**config.mk**
```make
export PLATFORM = sky130hd
export DESIGN_NAME = char_lcd_command_writer
export DESIGN_NICKNAME = d
export VERILOG_FILES = /design/src/hdl/lcdw_pkg.sv /design/src/hdl/lcdw_front.sv /design/src/hdl/lcdw_queue.sv /design/src/hdl/lcdw_back.sv /design/src/hdl/char_lcd_command_writer.sv
export SDC_FILE = /design/constraint.sdc
export NUM_CORES = 1
export LEC_CHECK = 0
export BUFFER_PORTS_ARGS = -buffer_cell sky130_fd_sc_hd__buf_2
export CAP_MARGIN = 20
export CORE_MARGIN = 3
export CORE_UTILIZATION = 56
export CTS_CLUSTER_SIZE = 30
export DETAILED_ROUTE_END_ITERATION = 6
export MAX_ROUTING_LAYER = met4
export PLACE_DENSITY = 0.76
export SYNTH_ARGS = -nofsm -noshare
export SYNTH_HDL_FRONTEND = slang
export SYNTH_SLANG_ARGS = --single-unit
```
**constraint.sdc**
```tcl
create_clock -name clk -period 5.7 [get_ports clk]
set_input_delay 0.855 -clock clk [delete_from_list [all_inputs] [get_ports clk]]
set_output_delay 0.855 -clock clk [all_outputs]
set_load 0.02 [all_outputs]
```
**src/hdl/lcdw_pkg.sv**
```systemverilog
// shared types, codes and helpers of the character lcd command writer
package lcdw_pkg;

  localparam int LCDW_MAX_LINE_WIDTH = 40;

  // command codes
  localparam logic [3:0] REQ_CHAR     = 4'd0;
  localparam logic [3:0] REQ_CHAR_AT  = 4'd1;
  localparam logic [3:0] REQ_GOTO     = 4'd2;
  localparam logic [3:0] REQ_NEWLINE  = 4'd3;
  localparam logic [3:0] REQ_CLEAR    = 4'd4;
  localparam logic [3:0] REQ_HOME     = 4'd5;
  localparam logic [3:0] REQ_ENTRY    = 4'd6;
  localparam logic [3:0] REQ_DISPLAY  = 4'd7;
  localparam logic [3:0] REQ_SHIFT    = 4'd8;
  localparam logic [3:0] REQ_FUNCTION = 4'd9;
  localparam logic [3:0] REQ_CGRAM    = 4'd10;
  localparam logic [3:0] REQ_DDRAM    = 4'd11;
  localparam logic [3:0] REQ_INIT     = 4'd12;

  // configuration register indexes
  localparam logic [1:0] CFG_LINE_WIDTH = 2'd0;
  localparam logic [1:0] CFG_BUS_8BIT   = 2'd1;
  localparam logic [1:0] CFG_TWO_LINES  = 2'd2;

  // controller instruction bytes
  localparam logic [7:0] INS_CLEAR    = 8'h01;
  localparam logic [7:0] INS_HOME     = 8'h02;
  localparam logic [7:0] INS_DISP_ON  = 8'h0C;
  localparam logic [7:0] INS_ENTRY_IN = 8'h06;
  localparam logic [7:0] INS_CUR_SHFT = 8'h10;
  localparam logic [7:0] WAKE_NIBBLE  = 8'h03;
  localparam logic [7:0] WAKE_LAST    = 8'h02;

  localparam int BYTES_MAX = 6;
  localparam int NB_W      = $clog2(BYTES_MAX + 1);
  localparam int BI_W      = $clog2(BYTES_MAX);
  localparam int PRE_LEN   = 4;
  localparam int PRE_W     = $clog2(PRE_LEN + 1);
  localparam int QUEUE_DEPTH = 2;

  typedef struct packed {
    logic       rs;
    logic [7:0] data;
  } lcdw_xfer_t;

  // one classified command: byte list, final cursor, init prefix flag
  typedef struct packed {
    lcdw_xfer_t [BYTES_MAX-1:0] xfers;
    logic [NB_W-1:0]            nbytes;
    logic                       init;
    logic [5:0]                 col;
    logic                       line;
  } lcdw_entry_t;

  typedef struct packed {
    logic [7:0] addr_cmd;
    logic [5:0] col;
    logic       line;
  } lcdw_pos_t;

  // cursor addressing: wrap past width, rows above 1 go home
  function automatic lcdw_pos_t lcdw_move(input logic [8:0] x, input logic [8:0] y,
                                          input logic [6:0] width);
    lcdw_pos_t  p;
    logic [8:0] xx;
    logic [8:0] yy;
    xx = x;
    yy = y;
    if (x >= {2'b00, width}) begin
      yy = y + 9'd1;
      xx = '0;
    end
    if (yy == 9'd0) begin
      p.line = 1'b0;
    end else if (yy == 9'd1) begin
      p.line = 1'b1;
    end else begin
      p.line = 1'b0;
      xx = '0;
    end
    p.col = xx[5:0];
    p.addr_cmd = {1'b1, p.line, xx[5:0]};
    return p;
  endfunction

endpackage

```
**src/hdl/lcdw_front.sv**
```systemverilog
// front end: takes commands, tracks the cursor, builds the byte list
module lcdw_front import lcdw_pkg::*; #(
  parameter int MAX_LINE_WIDTH = LCDW_MAX_LINE_WIDTH
) (
  input  logic        clk,
  input  logic        rst,
  input  logic        s_tvalid,
  output logic        s_tready,
  input  logic [39:0] s_tdata,   // char_code, col, row, opt_a, opt_b, opt_c, ram_addr, pad
  input  logic [3:0]  s_tuser,   // req_type
  input  logic [5:0]  line_width,
  input  logic        bus_8bit,
  input  logic        two_lines,
  input  logic        q_full,
  output logic        push,
  output lcdw_entry_t push_entry
);

  localparam logic [6:0] MaxWidth = 7'(MAX_LINE_WIDTH);

  logic [5:0] cur_col;
  logic       cur_line;
  logic [6:0] eff_width;
  logic       known_code;
  logic       accept;
  lcdw_pos_t  p1;
  lcdw_pos_t  p2;
  lcdw_pos_t  pc;
  lcdw_pos_t  pn;

  logic [7:0] char_code;
  logic [7:0] col;
  logic [7:0] row;
  logic       opt_a;
  logic       opt_b;
  logic       opt_c;
  logic [6:0] ram_addr;

  assign char_code = s_tdata[7:0];
  assign col       = s_tdata[15:8];
  assign row       = s_tdata[23:16];
  assign opt_a     = s_tdata[24];
  assign opt_b     = s_tdata[25];
  assign opt_c     = s_tdata[26];
  assign ram_addr  = s_tdata[33:27];

  assign eff_width = ({1'b0, line_width} > MaxWidth) ? MaxWidth : {1'b0, line_width};

  assign p1 = lcdw_move({1'b0, col}, {1'b0, row}, eff_width);
  assign p2 = lcdw_move({3'b000, p1.col} + 9'd1, {8'h00, p1.line}, eff_width);
  assign pc = lcdw_move({3'b000, cur_col} + 9'd1, {8'h00, cur_line}, eff_width);
  assign pn = lcdw_move(9'd0, {8'h00, cur_line} + 9'd1, eff_width);

  always_comb begin
    push_entry = '0;
    push_entry.col = cur_col;
    push_entry.line = cur_line;
    known_code = 1'b1;
    unique case (s_tuser)
      REQ_CHAR: begin
        push_entry.xfers[0] = '{rs: 1'b1, data: char_code};
        push_entry.xfers[1] = '{rs: 1'b0, data: pc.addr_cmd};
        push_entry.nbytes = NB_W'(2);
        push_entry.col = pc.col;
        push_entry.line = pc.line;
      end
      REQ_CHAR_AT: begin
        push_entry.xfers[0] = '{rs: 1'b0, data: p1.addr_cmd};
        push_entry.xfers[1] = '{rs: 1'b1, data: char_code};
        push_entry.xfers[2] = '{rs: 1'b0, data: p2.addr_cmd};
        push_entry.nbytes = NB_W'(3);
        push_entry.col = p2.col;
        push_entry.line = p2.line;
      end
      REQ_GOTO: begin
        push_entry.xfers[0] = '{rs: 1'b0, data: p1.addr_cmd};
        push_entry.nbytes = NB_W'(1);
        push_entry.col = p1.col;
        push_entry.line = p1.line;
      end
      REQ_NEWLINE: begin
        push_entry.xfers[0] = '{rs: 1'b0, data: pn.addr_cmd};
        push_entry.nbytes = NB_W'(1);
        push_entry.col = pn.col;
        push_entry.line = pn.line;
      end
      REQ_CLEAR: begin
        push_entry.xfers[0] = '{rs: 1'b0, data: INS_CLEAR};
        push_entry.nbytes = NB_W'(1);
        push_entry.col = '0;
        push_entry.line = 1'b0;
      end
      REQ_HOME: begin
        push_entry.xfers[0] = '{rs: 1'b0, data: INS_HOME};
        push_entry.nbytes = NB_W'(1);
        push_entry.col = '0;
        push_entry.line = 1'b0;
      end
      REQ_ENTRY: begin
        push_entry.xfers[0] = '{rs: 1'b0, data: {5'b00001, opt_a, opt_b}};
        push_entry.nbytes = NB_W'(1);
      end
      REQ_DISPLAY: begin
        push_entry.xfers[0] = '{rs: 1'b0, data: {4'b0000, 1'b1, opt_a, opt_b, opt_c}};
        push_entry.nbytes = NB_W'(1);
      end
      REQ_SHIFT: begin
        push_entry.xfers[0] = '{rs: 1'b0, data: {4'b0001, opt_a, opt_b, 2'b00}};
        push_entry.nbytes = NB_W'(1);
      end
      REQ_FUNCTION: begin
        push_entry.xfers[0] = '{rs: 1'b0, data: {3'b001, opt_a, opt_b, opt_c, 2'b00}};
        push_entry.nbytes = NB_W'(1);
      end
      REQ_CGRAM: begin
        push_entry.xfers[0] = '{rs: 1'b0, data: {2'b01, ram_addr[5:0]}};
        push_entry.nbytes = NB_W'(1);
      end
      REQ_DDRAM: begin
        push_entry.xfers[0] = '{rs: 1'b0, data: {1'b1, ram_addr}};
        push_entry.nbytes = NB_W'(1);
      end
      REQ_INIT: begin
        push_entry.xfers[0] = '{rs: 1'b0, data: {3'b001, bus_8bit, two_lines, 3'b000}};
        push_entry.xfers[1] = '{rs: 1'b0, data: INS_DISP_ON};
        push_entry.xfers[2] = '{rs: 1'b0, data: INS_ENTRY_IN};
        push_entry.xfers[3] = '{rs: 1'b0, data: INS_CUR_SHFT};
        push_entry.xfers[4] = '{rs: 1'b0, data: INS_CLEAR};
        push_entry.xfers[5] = '{rs: 1'b0, data: INS_HOME};
        push_entry.nbytes = NB_W'(BYTES_MAX);
        push_entry.init = 1'b1;
        push_entry.col = '0;
        push_entry.line = 1'b0;
      end
      default: begin
        known_code = 1'b0;
      end
    endcase
  end

  assign s_tready = !q_full;
  assign accept   = s_tvalid && s_tready;
  assign push     = accept && known_code;

  always_ff @(posedge clk) begin
    if (rst) begin
      cur_col  <= '0;
      cur_line <= 1'b0;
    end else if (push) begin
      cur_col  <= push_entry.col;
      cur_line <= push_entry.line;
    end
  end

endmodule

```
**src/hdl/lcdw_queue.sv**
```systemverilog
// short command queue between front end and bus sequencer
module lcdw_queue import lcdw_pkg::*; #(
  parameter int DEPTH = QUEUE_DEPTH
) (
  input  logic        clk,
  input  logic        rst,
  input  logic        push,
  input  lcdw_entry_t push_entry,
  input  logic        pop,
  output logic        full,
  output logic        empty,
  output lcdw_entry_t head
);

  localparam int PTR_W = (DEPTH > 1) ? $clog2(DEPTH) : 1;
  localparam int CNT_W = $clog2(DEPTH + 1);
  localparam logic [CNT_W-1:0] DepthCnt = CNT_W'(DEPTH);
  localparam logic [PTR_W-1:0] LastPtr  = PTR_W'(DEPTH - 1);

  lcdw_entry_t      entries [DEPTH];
  logic [PTR_W-1:0] wr_ptr;
  logic [PTR_W-1:0] rd_ptr;
  logic [CNT_W-1:0] count;
  logic [CNT_W-1:0] count_next;

  assign full  = (count == DepthCnt);
  assign empty = (count == '0);
  assign head  = entries[rd_ptr];

  always_comb begin
    count_next = count;
    if (push && !pop) begin
      count_next = count + CNT_W'(1);
    end else if (pop && !push) begin
      count_next = count - CNT_W'(1);
    end
  end

  always_ff @(posedge clk) begin
    if (rst) begin
      wr_ptr <= '0;
      rd_ptr <= '0;
      count  <= '0;
    end else begin
      count <= count_next;
      if (push) begin
        wr_ptr <= (wr_ptr == LastPtr) ? '0 : wr_ptr + PTR_W'(1);
      end
      if (pop) begin
        rd_ptr <= (rd_ptr == LastPtr) ? '0 : rd_ptr + PTR_W'(1);
      end
    end
  end

  always_ff @(posedge clk) begin
    if (push) begin
      entries[wr_ptr] <= push_entry;
    end
  end

  property p_count_bound;
    @(posedge clk) disable iff (rst) count <= DepthCnt;
  endproperty
  a_count_bound: assert property (p_count_bound) else $error("queue count past depth");

  property p_no_overflow;
    @(posedge clk) disable iff (rst) full |-> !push;
  endproperty
  a_no_overflow: assert property (p_no_overflow) else $error("push into full queue");

  property p_no_underflow;
    @(posedge clk) disable iff (rst) empty |-> !pop;
  endproperty
  a_no_underflow: assert property (p_no_underflow) else $error("pop from empty queue");

endmodule

```
**src/hdl/lcdw_back.sv**
```systemverilog
// bus sequencer: splits queued commands into bus transfers
module lcdw_back import lcdw_pkg::*; (
  input  logic        clk,
  input  logic        rst,
  input  logic        bus_8bit,
  input  logic        q_empty,
  input  lcdw_entry_t head,
  output logic        pop,
  output logic        m_tvalid,
  input  logic        m_tready,
  output logic [15:0] m_tdata,   // bus_value, cursor_col, cursor_row, pad
  output logic        m_tuser,   // reg_select
  output logic        m_tlast
);

  localparam logic [PRE_W-1:0] PreDone = PRE_W'(PRE_LEN);
  localparam logic [PRE_W-1:0] PreLast = PRE_W'(PRE_LEN - 1);

  logic [PRE_W-1:0] pre_cnt;
  logic [BI_W-1:0]  bi;
  logic             lo;
  logic             in_prefix;
  logic             emit;
  logic             last_xfer;
  logic             xfer_rs;
  logic [7:0]       xfer_val;
  lcdw_xfer_t       cur;

  assign in_prefix = head.init && !bus_8bit && (pre_cnt != PreDone);
  assign cur       = head.xfers[bi];
  assign last_xfer = !in_prefix && (NB_W'(bi) == (head.nbytes - NB_W'(1)))
                     && (bus_8bit || lo);
  assign emit      = !q_empty && (!m_tvalid || m_tready);
  assign pop       = emit && last_xfer;

  always_comb begin
    if (in_prefix) begin
      xfer_rs  = 1'b0;
      xfer_val = (pre_cnt == PreLast) ? WAKE_LAST : WAKE_NIBBLE;
    end else if (bus_8bit) begin
      xfer_rs  = cur.rs;
      xfer_val = cur.data;
    end else begin
      xfer_rs  = cur.rs;
      xfer_val = lo ? {4'h0, cur.data[3:0]} : {4'h0, cur.data[7:4]};
    end
  end

  always_ff @(posedge clk) begin
    if (rst) begin
      pre_cnt  <= '0;
      bi       <= '0;
      lo       <= 1'b0;
      m_tvalid <= 1'b0;
    end else begin
      if (emit) begin
        m_tvalid <= 1'b1;
      end else if (m_tready) begin
        m_tvalid <= 1'b0;
      end
      if (emit) begin
        if (last_xfer) begin
          pre_cnt <= '0;
          bi      <= '0;
          lo      <= 1'b0;
        end else if (in_prefix) begin
          pre_cnt <= pre_cnt + PRE_W'(1);
        end else if (!bus_8bit && !lo) begin
          lo <= 1'b1;
        end else begin
          lo <= 1'b0;
          bi <= bi + BI_W'(1);
        end
      end
    end
  end

  always_ff @(posedge clk) begin
    if (emit) begin
      m_tdata <= {1'b0, head.line, head.col, xfer_val};
      m_tuser <= xfer_rs;
      m_tlast <= last_xfer;
    end
  end

  property p_restart;
    @(posedge clk) disable iff (rst) pop |=> (bi == '0 && !lo && pre_cnt == '0);
  endproperty
  a_restart: assert property (p_restart) else $error("sequencer not rewound after command");

  property p_byte_index;
    @(posedge clk) disable iff (rst) !q_empty |-> (NB_W'(bi) < head.nbytes);
  endproperty
  a_byte_index: assert property (p_byte_index) else $error("byte index past command length");

  property p_prefix_bound;
    @(posedge clk) disable iff (rst) pre_cnt <= PreDone;
  endproperty
  a_prefix_bound: assert property (p_prefix_bound) else $error("wake-up count overrun");

endmodule

```
**src/hdl/char_lcd_command_writer.sv**
```systemverilog
// top level of the character lcd command writer
// Each accepted command item of a known type turns into the bus transfers a
// two-line character lcd controller needs, one output item per transfer, with tlast
// on the final transfer of the command and the cursor position after the whole
// command on every transfer. Most commands have one or two transfers, char_at has up
// to six, and init on a 4-bit bus has sixteen (four wake-up nibbles plus six bytes as
// nibble pairs). The back-end sequencer emits one transfer per cycle, while the output
// is not stalled, from the head of a two-entry command queue; the front end classifies
// a command per cycle and tracks the cursor, so it keeps taking items while the queue
// has room. Configuration writes are always ready and belong in idle periods only.
module char_lcd_command_writer import lcdw_pkg::*; #(
  parameter int MAX_LINE_WIDTH = LCDW_MAX_LINE_WIDTH
) (
  input  logic        clk,
  input  logic        rst,
  // command input
  input  logic        s_tvalid,
  output logic        s_tready,
  input  logic [39:0] s_tdata,   // char_code[7:0], col[15:8], row[23:16], opt_a[24],
                                 // opt_b[25], opt_c[26], ram_addr[33:27], zero pad
  input  logic [3:0]  s_tuser,   // req_type
  // bus transfer output
  output logic        m_tvalid,
  input  logic        m_tready,
  output logic [15:0] m_tdata,   // bus_value[7:0], cursor_col[13:8], cursor_row[14], zero pad
  output logic        m_tuser,   // reg_select
  output logic        m_tlast,   // last transfer of the command
  // configuration writes
  input  logic        cfg_valid,
  output logic        cfg_ready,
  input  logic [1:0]  cfg_index,
  input  logic [5:0]  cfg_data
);

  // config registers
  logic [5:0]  line_width;
  logic        bus_8bit;
  logic        two_lines;

  // front to queue
  logic        push;
  lcdw_entry_t push_entry;
  // queue to back
  logic        q_full;
  logic        q_empty;
  logic        pop;
  lcdw_entry_t head;

  // writes are registered, unknown indexes are dropped
  assign cfg_ready = 1'b1;

  always_ff @(posedge clk) begin
    if (rst) begin
      line_width <= 6'd16;
      bus_8bit   <= 1'b0;
      two_lines  <= 1'b1;
    end else if (cfg_valid && cfg_ready) begin
      case (cfg_index)
        CFG_LINE_WIDTH: line_width <= cfg_data;
        CFG_BUS_8BIT:   bus_8bit   <= cfg_data[0];
        CFG_TWO_LINES:  two_lines  <= cfg_data[0];
        default: begin
        end
      endcase
    end
  end

  // classify commands and track the cursor
  lcdw_front #(
    .MAX_LINE_WIDTH (MAX_LINE_WIDTH)
  ) u_front (
    .clk        (clk),
    .rst        (rst),
    .s_tvalid   (s_tvalid),
    .s_tready   (s_tready),
    .s_tdata    (s_tdata),
    .s_tuser    (s_tuser),
    .line_width (line_width),
    .bus_8bit   (bus_8bit),
    .two_lines  (two_lines),
    .q_full     (q_full),
    .push       (push),
    .push_entry (push_entry)
  );

  // decouples classification from transfer sequencing
  lcdw_queue #(
    .DEPTH (QUEUE_DEPTH)
  ) u_queue (
    .clk        (clk),
    .rst        (rst),
    .push       (push),
    .push_entry (push_entry),
    .pop        (pop),
    .full       (q_full),
    .empty      (q_empty),
    .head       (head)
  );

  // one bus transfer per cycle into the output register while a command is queued and the output is not stalled
  lcdw_back u_back (
    .clk      (clk),
    .rst      (rst),
    .bus_8bit (bus_8bit),
    .q_empty  (q_empty),
    .head     (head),
    .pop      (pop),
    .m_tvalid (m_tvalid),
    .m_tready (m_tready),
    .m_tdata  (m_tdata),
    .m_tuser  (m_tuser),
    .m_tlast  (m_tlast)
  );

endmodule
```
### Word-level counts from Yosys, hierarchy flattened

Memories as Yosys holds them, arrays and structs flattened. A register that Yosys moved wholly into a read port is not among the register bits.
Index checks and enable logic that the tools add are counted.
W data, S select, Z words.

| storage, ports and cells | value |
|---|---|
| flip-flop bits (word level) | 44 |
| ROM bits | 0 |
| logic and storage cells | 151 |
| memories | 1 |
| bits in writable memories | 114 |
| bits in latches | 0 |
| input port bits | 57 |

| cells by class | value |
|---|---|
| equal/unequal tests | 24 |
| add/sub/neg operators | 13 |
| shift-type cells | 0 |
| div/mod/pow operators | 0 |
| multiply operators | 0 |
| order comparisons | 6 |
| mux-type cells | 53 |
| reduce and logical (&&, ||, !) cells | 39 |
| bitwise gates (word level) | 0 |

Memories:

| name | depth | width | read ports | clocked after memory_dff | wr ports | line | source |
|---|---|---|---|---|---|---|---|
| u_queue.entries | 2 | 57 | 1 | 1 | 1 | lcdw_queue.sv:20 | `lcdw_entry_t entries [DEPTH];` |

Operator list:

| kind | number |
|---|---|
| $pmux W12 S13 | 1 |
| $mux W6 | 10 |
| $mux W9 | 5 |
| $eq A9 B1 Y1 const B | 4 |
| $logic_not A9 Y1 | 4 |
| $pmux W7 S5 | 1 |
| $bmux W9 S3 | 1 |
| $pmux W9 S3 | 1 |
| $mux W1 | 22 |
| $eq A4 B4 Y1 const B | 5 |
| $mux W20 | 1 |
| $eq A4 B3 Y1 const B | 4 |
| $mux W8 | 2 |
| $pmux W8 S2 | 1 |
| $mux W3 | 5 |
| $add A6 B1 Y7 const B | 2 |
| $ge A7 B6 Y1 | 2 |
| $reduce_or A13 Y1 | 1 |
| $logic_and A1 B1 Y1 | 11 |
| $reduce_and A2 Y1 | 5 |
| $add A8 B1 Y9 const B | 1 |
| $add A9 B1 Y9 const B | 1 |
| $eq A4 B2 Y1 const B | 2 |
| $ge A8 B6 Y1 | 1 |
| 26 further kinds | 42 |

### Logic depth before layout (Yosys ltp)

Gate-level depths: netlist of run 1.

| depth | value |
|---|---|
| depth in word-level cells | 14 |
| mapped depth | 19 |
| mapped depth without buffers | 19 |

### Modules after synthesis

Synthesis of run 1 repeated with hierarchy kept, for this count alone.

| unflattened totals | value |
|---|---|
| cell total of the unflattened synthesis | 723 |
| area total of the unflattened synthesis | 9013.6 µm² |

Modules (own cells, without submodules):

| module | area each (µm²) | cells an instance | times used |
|---|---|---|---|
| lcdw_queue | 4912.2 | 224 | 1 |
| lcdw_front | 2149.6 | 312 | 1 |
| lcdw_back | 1579.0 | 150 | 1 |
| char_lcd_command_writer | 372.9 | 37 | 1 |

### Least setup slack after synthesis of run 1

OpenSTA, ideal clock, no wires.

| timing | value |
|---|---|
| path kind | input-to-reg |
| start point | input port s_tdata[13] |
| end point | memory u_queue.entries[0][3] (netlist name) (data pin) |
| setup slack | 1.657 ns |
| buffers on the path | 0 |
| data arrival time | 3.779 ns |
| stages on the path | 16 |
| setup time | 0.264 ns |
| cell sequence | ha_1 a2111oi_0 o21a_1 o211a_1 nand2_1 inv_2 ha_1 and3_1 xnor2_1 nor2_1 ha_1 o211ai_1 o21a_1 and2_1 a221oi_2 nand2_1 |

RTL lines:

| item | line | source |
|---|---|---|
| start, declared | char_lcd_command_writer.sv:19 | `input logic [39:0] s_tdata,` |
| end, declared | lcdw_queue.sv:20 |  |

==> results of run 1 <==
-- area by class of cell --
cell class | instances | area, µm²
fillers | 800 | 3600
flip-flops and latches | 119 | 3290
inverters | 23 | 86.3
well taps | 140 | 175
clock inverters | 9 | 78.8
multi-input cells | 400 | 2850
repair buffers | 73 | 375
clock buffers | 23 | 532
-- per-layer routing --
metal	up-vias	global-route usage
met3	47	0.0507
met2	189	0.400
li1	2252	-
met1	2325	0.311
met5	-	-
met4	0	0.137
-- critical path, cell delays in order, from the launching register on --
cell and delay, ps:
dfxtp_1 330, o21ai_0 280, and2_1 260, ha_1 250
nand2b_1 140, a21oi_1 290, o211a_1 330, nand2_1 150
inv_2 120, ha_1 220, and3_1 230, xnor2_1 130
nor2_1 60, ha_1 300, o211ai_1 90, o21a_1 210
o211ai_2 190, nor3_1 290, a21oi_2 80, a32oi_1 380
-- cell usage after synthesis (3+ instances only) --
cell      instances  share of area
edfxtp_1         91           0.43
nand2_1          59          0.035
nor2_1           59          0.035
a21oi_1          30          0.024
dfxtp_1          28          0.088
ha_1             28          0.055
inv_1            22          0.013
mux2i_1          22          0.035
nand3_1          17          0.013
nor3_1           14          0.011
o21ai_0          14          0.011
xnor2_1          12          0.017
and3_1           11          0.011
clkbuf_1         10         0.0059
mux4_2            9          0.032
a31oi_1           8         0.0079
mux2_2            8          0.014
nand2b_1          8         0.0079
buf_2             7         0.0055
and2_1            6         0.0059
o21a_1            6         0.0071
a211o_1           5         0.0069
xor2_1            5         0.0069
a221o_1           4         0.0063
buf_6             4         0.0071
nor2b_1           4         0.0039
o211ai_1          4         0.0047
o221ai_1          4         0.0055
a211oi_1          3         0.0035
a311oi_1          3         0.0041
a32oi_1           3         0.0041
-- state kept, by name, indices dropped and copies added (netlist names), 2 cells and up, named ones only --
signal,cells
line_width,6
u_back.bi,3
u_back.m_tdata,15
u_back.pre_cnt,3
u_front.cur_col,6
u_queue.count,2
u_queue.entries,74
-- cell families after synthesis --
family                     Yosys count  share of synthesized area
AOI/OAI and AO/OA                  115                      0.132
muxes                               39                     0.0807
xor gates and xnor gates            18                     0.0260
adders and majority gates           28                     0.0551
buffers and inverters               47                     0.0350
other                                2                    0.00118
and+or+nand+nor                    198                      0.152
DFF                                119                      0.518
-- stage by stage --
| step | area, µm² | std cells | setup slack [ps] | power, µW |
|---|---|---|---|---|
| CTS | 7390 | 787 | 1200 | 2510 |
| global route | 7390 | 787 | 663 | 2600 |
| finish | 7390 | 787 | 1130 | 2510 |
| floorplan | 6360 | 566 | 1660 | 1320 |
| global placement | 6780 | 755 | 840 | 1420 |
| detailed placement | 6780 | 755 | 783 | 1440 |
-- worst max path at each step --
stage	start	to	slack [ps]	cells past startpoint
floorplan	s_tdata[13]	u_queue.entries[0][3]	1660	16
global route	line_width[4]	u_queue.entries[0][0]	660	17
finish	line_width[3]	u_queue.entries[0][0]	1130	19
global placement	s_tdata[13]	u_queue.entries[0][0]	840	15
detailed placement	s_tdata[13]	u_queue.entries[0][0]	780	15
CTS	line_width[3]	u_queue.entries[0][0]	1200	19
-- where the power goes --
group / switching [µW] / total (µW) / internal, µW
clock network: 377 / 1080 / 701
logic: 230 / 357 / 127
registers: 35.4 / 1070 / 1040
==> out/metrics.yaml, run 1 <==
clocking:
  clk_pin_slew_ps: 50
  clk_latency_ps: 410
  cts_tree: "done"
  clock_sinks: 119
  root_buffer: "clkbuf_16"
  clock_path_buffers: 2
  postCtsHoldBufs: 0
  cts_setup_buffers: 0
  cts_resized: 0
  h-tree-depth: 4
  cts_buffers: 17
timing:
  hold_slack_ps: 498
  rsz0062_at_grt: "no"
  final.setup.tns_ps: 0
  min_period_ps: 4570
  skew_ps: 7.95
  fmax_mhz: 219
  setup_violations: 0
  worst_pin_slew_ps: 987
  slew_violations: 0
  max_slew_margin: 0.340
  fin_crit_sh: 0.802
  final-hold-violation-count: 0
global_routing:
  grt_max_degree: 38
  antenna_found_initial: 0
  overflow: 0
  grt_usage: 0.255
  grt_pass1_vias: 4888
  grt_pass1_wl_mm: 24.3
detailed_routing:
  wl_per_cell_um: 19.1
  wl_met3_um: 836
  drc: 0
  vias: 4813
  via_per_inst: 6.12
  highest_layer: "met4"
  drt-total-wl_mm: 15.0
  drt-met1-wl_mm: 6.11
  firstDrtPassIters: 6
  drtIter0Drc: 445
  met2_length_mm: 7.48
  ant_nets: 0
layout:
  final_common_cell: "edfxtp_1"
  drive_gt1_frac: 0.229
  final_cell_mix: "91 x edfxtp_1, 69 x buf_2, 59 x nand2_1"
  fin_nets: 719
  insertedDiodeCount: 0
  syn2layout_area_growth_pct: 16.2
  final_util: 0.673
floorplanning:
  die_w_um: 113
  ios: 78
  rows: 38
  core_area_mm2: 0.0110
  fp.dieH_um: 113
  dieArea_mm2: 0.0127
  start_util: 0.579
logic_synthesis:
  synth_edf_count: 91
  ys_ff_latch: 119
  syn_inst: 566
  avgSynthCellArea_um2: 11.2
  synth-seq-area-share: 0.518
  synthArstFlopShare: 0
  ys.flop_type: "edfxtp_1"
  synth_nets: 651
  synth_cell_types: 72
  yosys_warnings: 0
  syn_area_mm2: 0.00636
worst_hold_path:
  hp-class: "flop to flop"
  holdPathStages: 2
  holdCritStartpoint: "u_back.m_tvalid"
  min_to: "u_back.m_tvalid"
critical_path:
  endpoint_kind: "flop"
  r2r-end: "u_queue.entries[0][0]"
  worstReg2RegStart: "line_width[3]"
  crit_required_ps: 5870
  criticalPathCategory: "flop to flop"
  critPathLaunchType: "flop"
  reg2regPathDepth: 19
  reg2reg_slack_ps: 1130
  cp_max_fo: 7
  worstPathArrival_ps: 4740
pwr:
  p_leak_uw: 0.00287
  power_density_mw_per_mm2: 339
  max-vdd-ir-drop_uv: 251
placement:
  place_congestion: 0.977
  dp_hpwl_mm: 10.9
  port_buffers: 69
run_status:
  status: "completed"
job:
  drv_cap: 0
No activity file was read; power rests on OpenSTA's default activity.
==> inputs of run 2 (changes only) <==
--- a/config.mk
+++ b/config.mk
@@ -5,14 +5,15 @@
 export SDC_FILE = /design/constraint.sdc
 export NUM_CORES = 1
 export LEC_CHECK = 0
+export ABC_AREA = 1
 export BUFFER_PORTS_ARGS = -buffer_cell sky130_fd_sc_hd__buf_2
 export CAP_MARGIN = 20
 export CORE_MARGIN = 3
-export CORE_UTILIZATION = 56
+export CORE_UTILIZATION = 53
 export CTS_CLUSTER_SIZE = 30
 export DETAILED_ROUTE_END_ITERATION = 6
 export MAX_ROUTING_LAYER = met4
-export PLACE_DENSITY = 0.76
+export PLACE_DENSITY = 0.75
 export SYNTH_ARGS = -nofsm -noshare
 export SYNTH_HDL_FRONTEND = slang
 export SYNTH_SLANG_ARGS = --single-unit
==> constraint.sdc (replaced) <==
create_clock -name clk -period 3.9 [get_ports clk]
set_input_delay 0.585 -clock clk [delete_from_list [all_inputs] [get_ports clk]]
set_output_delay 0.585 -clock clk [all_outputs]
set_load 0.02 [all_outputs]
==> out/metrics.yaml, run 2 <==
logic_synthesis:
  ys.flop_type: "edfxtp_1"
  yosys.cell_count.top_type: "nand2_1"
  syn_inst: 765
  synthArstFlopShare: 0
  yosysTopAreaCellShare: 0.415
  avgSynthCellArea_um2: 8.61
  synth.largest_area_cell: "edfxtp_1"
  ys_ff_latch: 119
  yosys_warnings: 0
  netlist_top_cells_area: "edfxtp_1 41%, dfxtp_1 8.5%, nand2_1 8.1%"
  yosys-top-cells-count: "143 x nand2_1, 110 x inv_1, 101 x nor2_1"
  synth-seq-area-share: 0.500
  synth_nets: 850
  synth_edf_count: 91
  synth_cell_types: 51
  syn_area_mm2: 0.00659
floorplanning:
  core_area_mm2: 0.0121
  dieArea_mm2: 0.0138
  die_w_um: 118
  rows: 40
  fp.dieH_um: 118
  ios: 78
  start_util: 0.546
layout:
  syn2layout_area_growth_pct: 26.0
  insertedDiodeCount: 0
  largest_reg_flops: 74
  top_register: "u_queue.entries"
  final_cell_mix: "122 x nand2_1, 103 x inv_1, 94 x nor2_1"
  final_common_cell: "nand2_1"
  fin_nets: 976
  drive_gt1_frac: 0.285
  top_regs: "u_queue.entries x74, u_back.m_tdata x15"
timing:
  hold_slack_ps: 393
  final-hold-violation-count: 0
  max_slew_margin: 0.506
  slew_violations: 0
  final.setup.tns_ps: 0
  fin_ws_ps: 57.2
  fmax_mhz: 260
  fin_crit_sh: 0.985
  skew_ps: 12.5
  worst_pin_slew_ps: 738
  setup_violations: 0
  rsz0062_at_grt: "yes"
  min_period_ps: 3840
pwr:
  clockPowerShare: 0.413
  power_frac_comb: 0.160
  intPower_uw: 2610
  seq_power_share: 0.427
  total_power_uw: 3560
  power.switching_uw: 957
  max-vdd-ir-drop_uv: 337
  p_leak_uw: 0.00370
  power_density_mw_per_mm2: 429
  netSwitchingFraction: 0.268
clocking:
  root_buffer: "clkbuf_16"
  clk_pin_slew_ps: 60
  clock_sinks: 119
  clock_path_buffers: 2
  cts_tree: "done"
  clk_latency_ps: 420
  h-tree-depth: 4
  cts_buffers: 17
  postCtsHoldBufs: 0
critical_path:
  worstPathArrival_ps: 4020
  endpoint_kind: "flop"
  critPathLaunchType: "flop"
  cp_max_fo: 5
  reg2reg_slack_ps: 60
  cp_slowest_stage_delay_ps: 420
  slowest_stage: "dfxtp_1"
  crit_top_cell: "nand2_2"
  crit_required_ps: 4080
  criticalPathCategory: "flop to flop"
global_routing:
  grt_max_degree: 39
  grt_pass1_wl_mm: 27.1
  overflow: 0
  antenna_found_initial: 0
  grt_usage: 0.256
  grt_pass1_vias: 5660
worst_hold_path:
  hp-class: "primary input to flop"
placement:
  pre_cts_ws_ps: -279
  port_buffers: 69
  dp_hpwl_mm: 12.8
  place_congestion: 0.947
detailed_routing:
  via_per_inst: 5.35
  vias: 5735
  ant_nets: 0
  firstDrtPassIters: 5
  drc: 0
  wl_per_cell_um: 16.0
  drtIter0Drc: 358
  drt-total-wl_mm: 17.2
run_status:
  status: "completed"
job:
  drv_cap: 0
==> run 2: cell count changes after synthesis, moves of 14 or more <==
cell,previous run,this run
nand2_1,59,143
inv_1,22,110
o21ai_0,14,64
mux2i_1,22,3
nor2_1,59,101
o22ai_1,0,14
==> run 2: power by group through the flow <==
stage                     sequential [µW]  clock (µW)  combinational [µW]
after global placement               1540           0                 505
after detailed placement             1540           0                 523
after CTS                            1520        1490                 541
after global routing                 1530        1560                 634
final                                1520        1470                 570
after floorplan                      1580           0                 302
==> run 2: cells by family (layout without fill, tap and decap cells) <==
logic type,after synthesis,count (layout),synth area share
AOI/OAI and AO/OA,149,149,0.135
xor gates and xnor gates,10,10,0.0133
adders and majority gates,28,28,0.0532
buffers and inverters,136,275,0.0805
DFF,119,119,0.500
muxes,3,3,0.00456
other,2,2,0.00114
and+or+nand+nor,318,318,0.213
==> run 2: worst paths after layout <==
kind | end | depth (start not counted) | from
worst max register to register | u_queue.entries[1][0] | 30 | line_width[4]
worst max-delay path | u_queue.entries[1][0] | 30 | line_width[4]
worst min-delay path | line_width[1] | 3 | cfg_data[1]
worst min register to register | u_back.pre_cnt[0] | 2 | u_back.pre_cnt[0]
==> run 2: area by class of cell <==
type / instances / area [µm²]
clock buffers: 21 / 470
clock inverters: 11 / 100
fillers: 941 / 3760
inverters: 118 / 447
multi-input cells: 510 / 3000
flip-flops and latches: 119 / 3300
well taps: 168 / 210
repair buffers: 125 / 777
==> run 2: repair_timing <==
action	4_1_cts	5_1_grt
gates resized for setup	22	45
cloned	0	0
setup endpoints to repair	35	35
setup buffers	8	3
pin swaps	24	33
==> run 2: per-layer routing <==
layer / wire length [µm] / part of all wire / global-route usage
met1: 6920 / 0.40 / 0.289
met2: 8960 / 0.52 / 0.449
met3: 882 / 0.051 / 0.0548
met4: 422 / 0.025 / 0.0938
met5: 0 / 0 / -
==> run 2: through the flow <==
| step | util | instances | cell area, µm² |
|---|---|---|---|
| after floorplan | - | 765 | 6600 |
| after global placement | 0.615 | 1029 | 7410 |
| after detailed placement | 0.615 | 1029 | 7410 |
| after CTS | 0.673 | 1069 | 8120 |
| after global routing | 0.688 | 1072 | 8300 |
| final | 0.688 | 1072 | 8300 |
==> run 2: worst max-delay path, delay by kind of cell, from the launching register on <==
family,cells,cell delay (ps)
and+or+nand+nor,18,1380
buffers and inverters,6,650
AOI/OAI and AO/OA,4,640
adders and majority gates,2,530
DFF,1,420
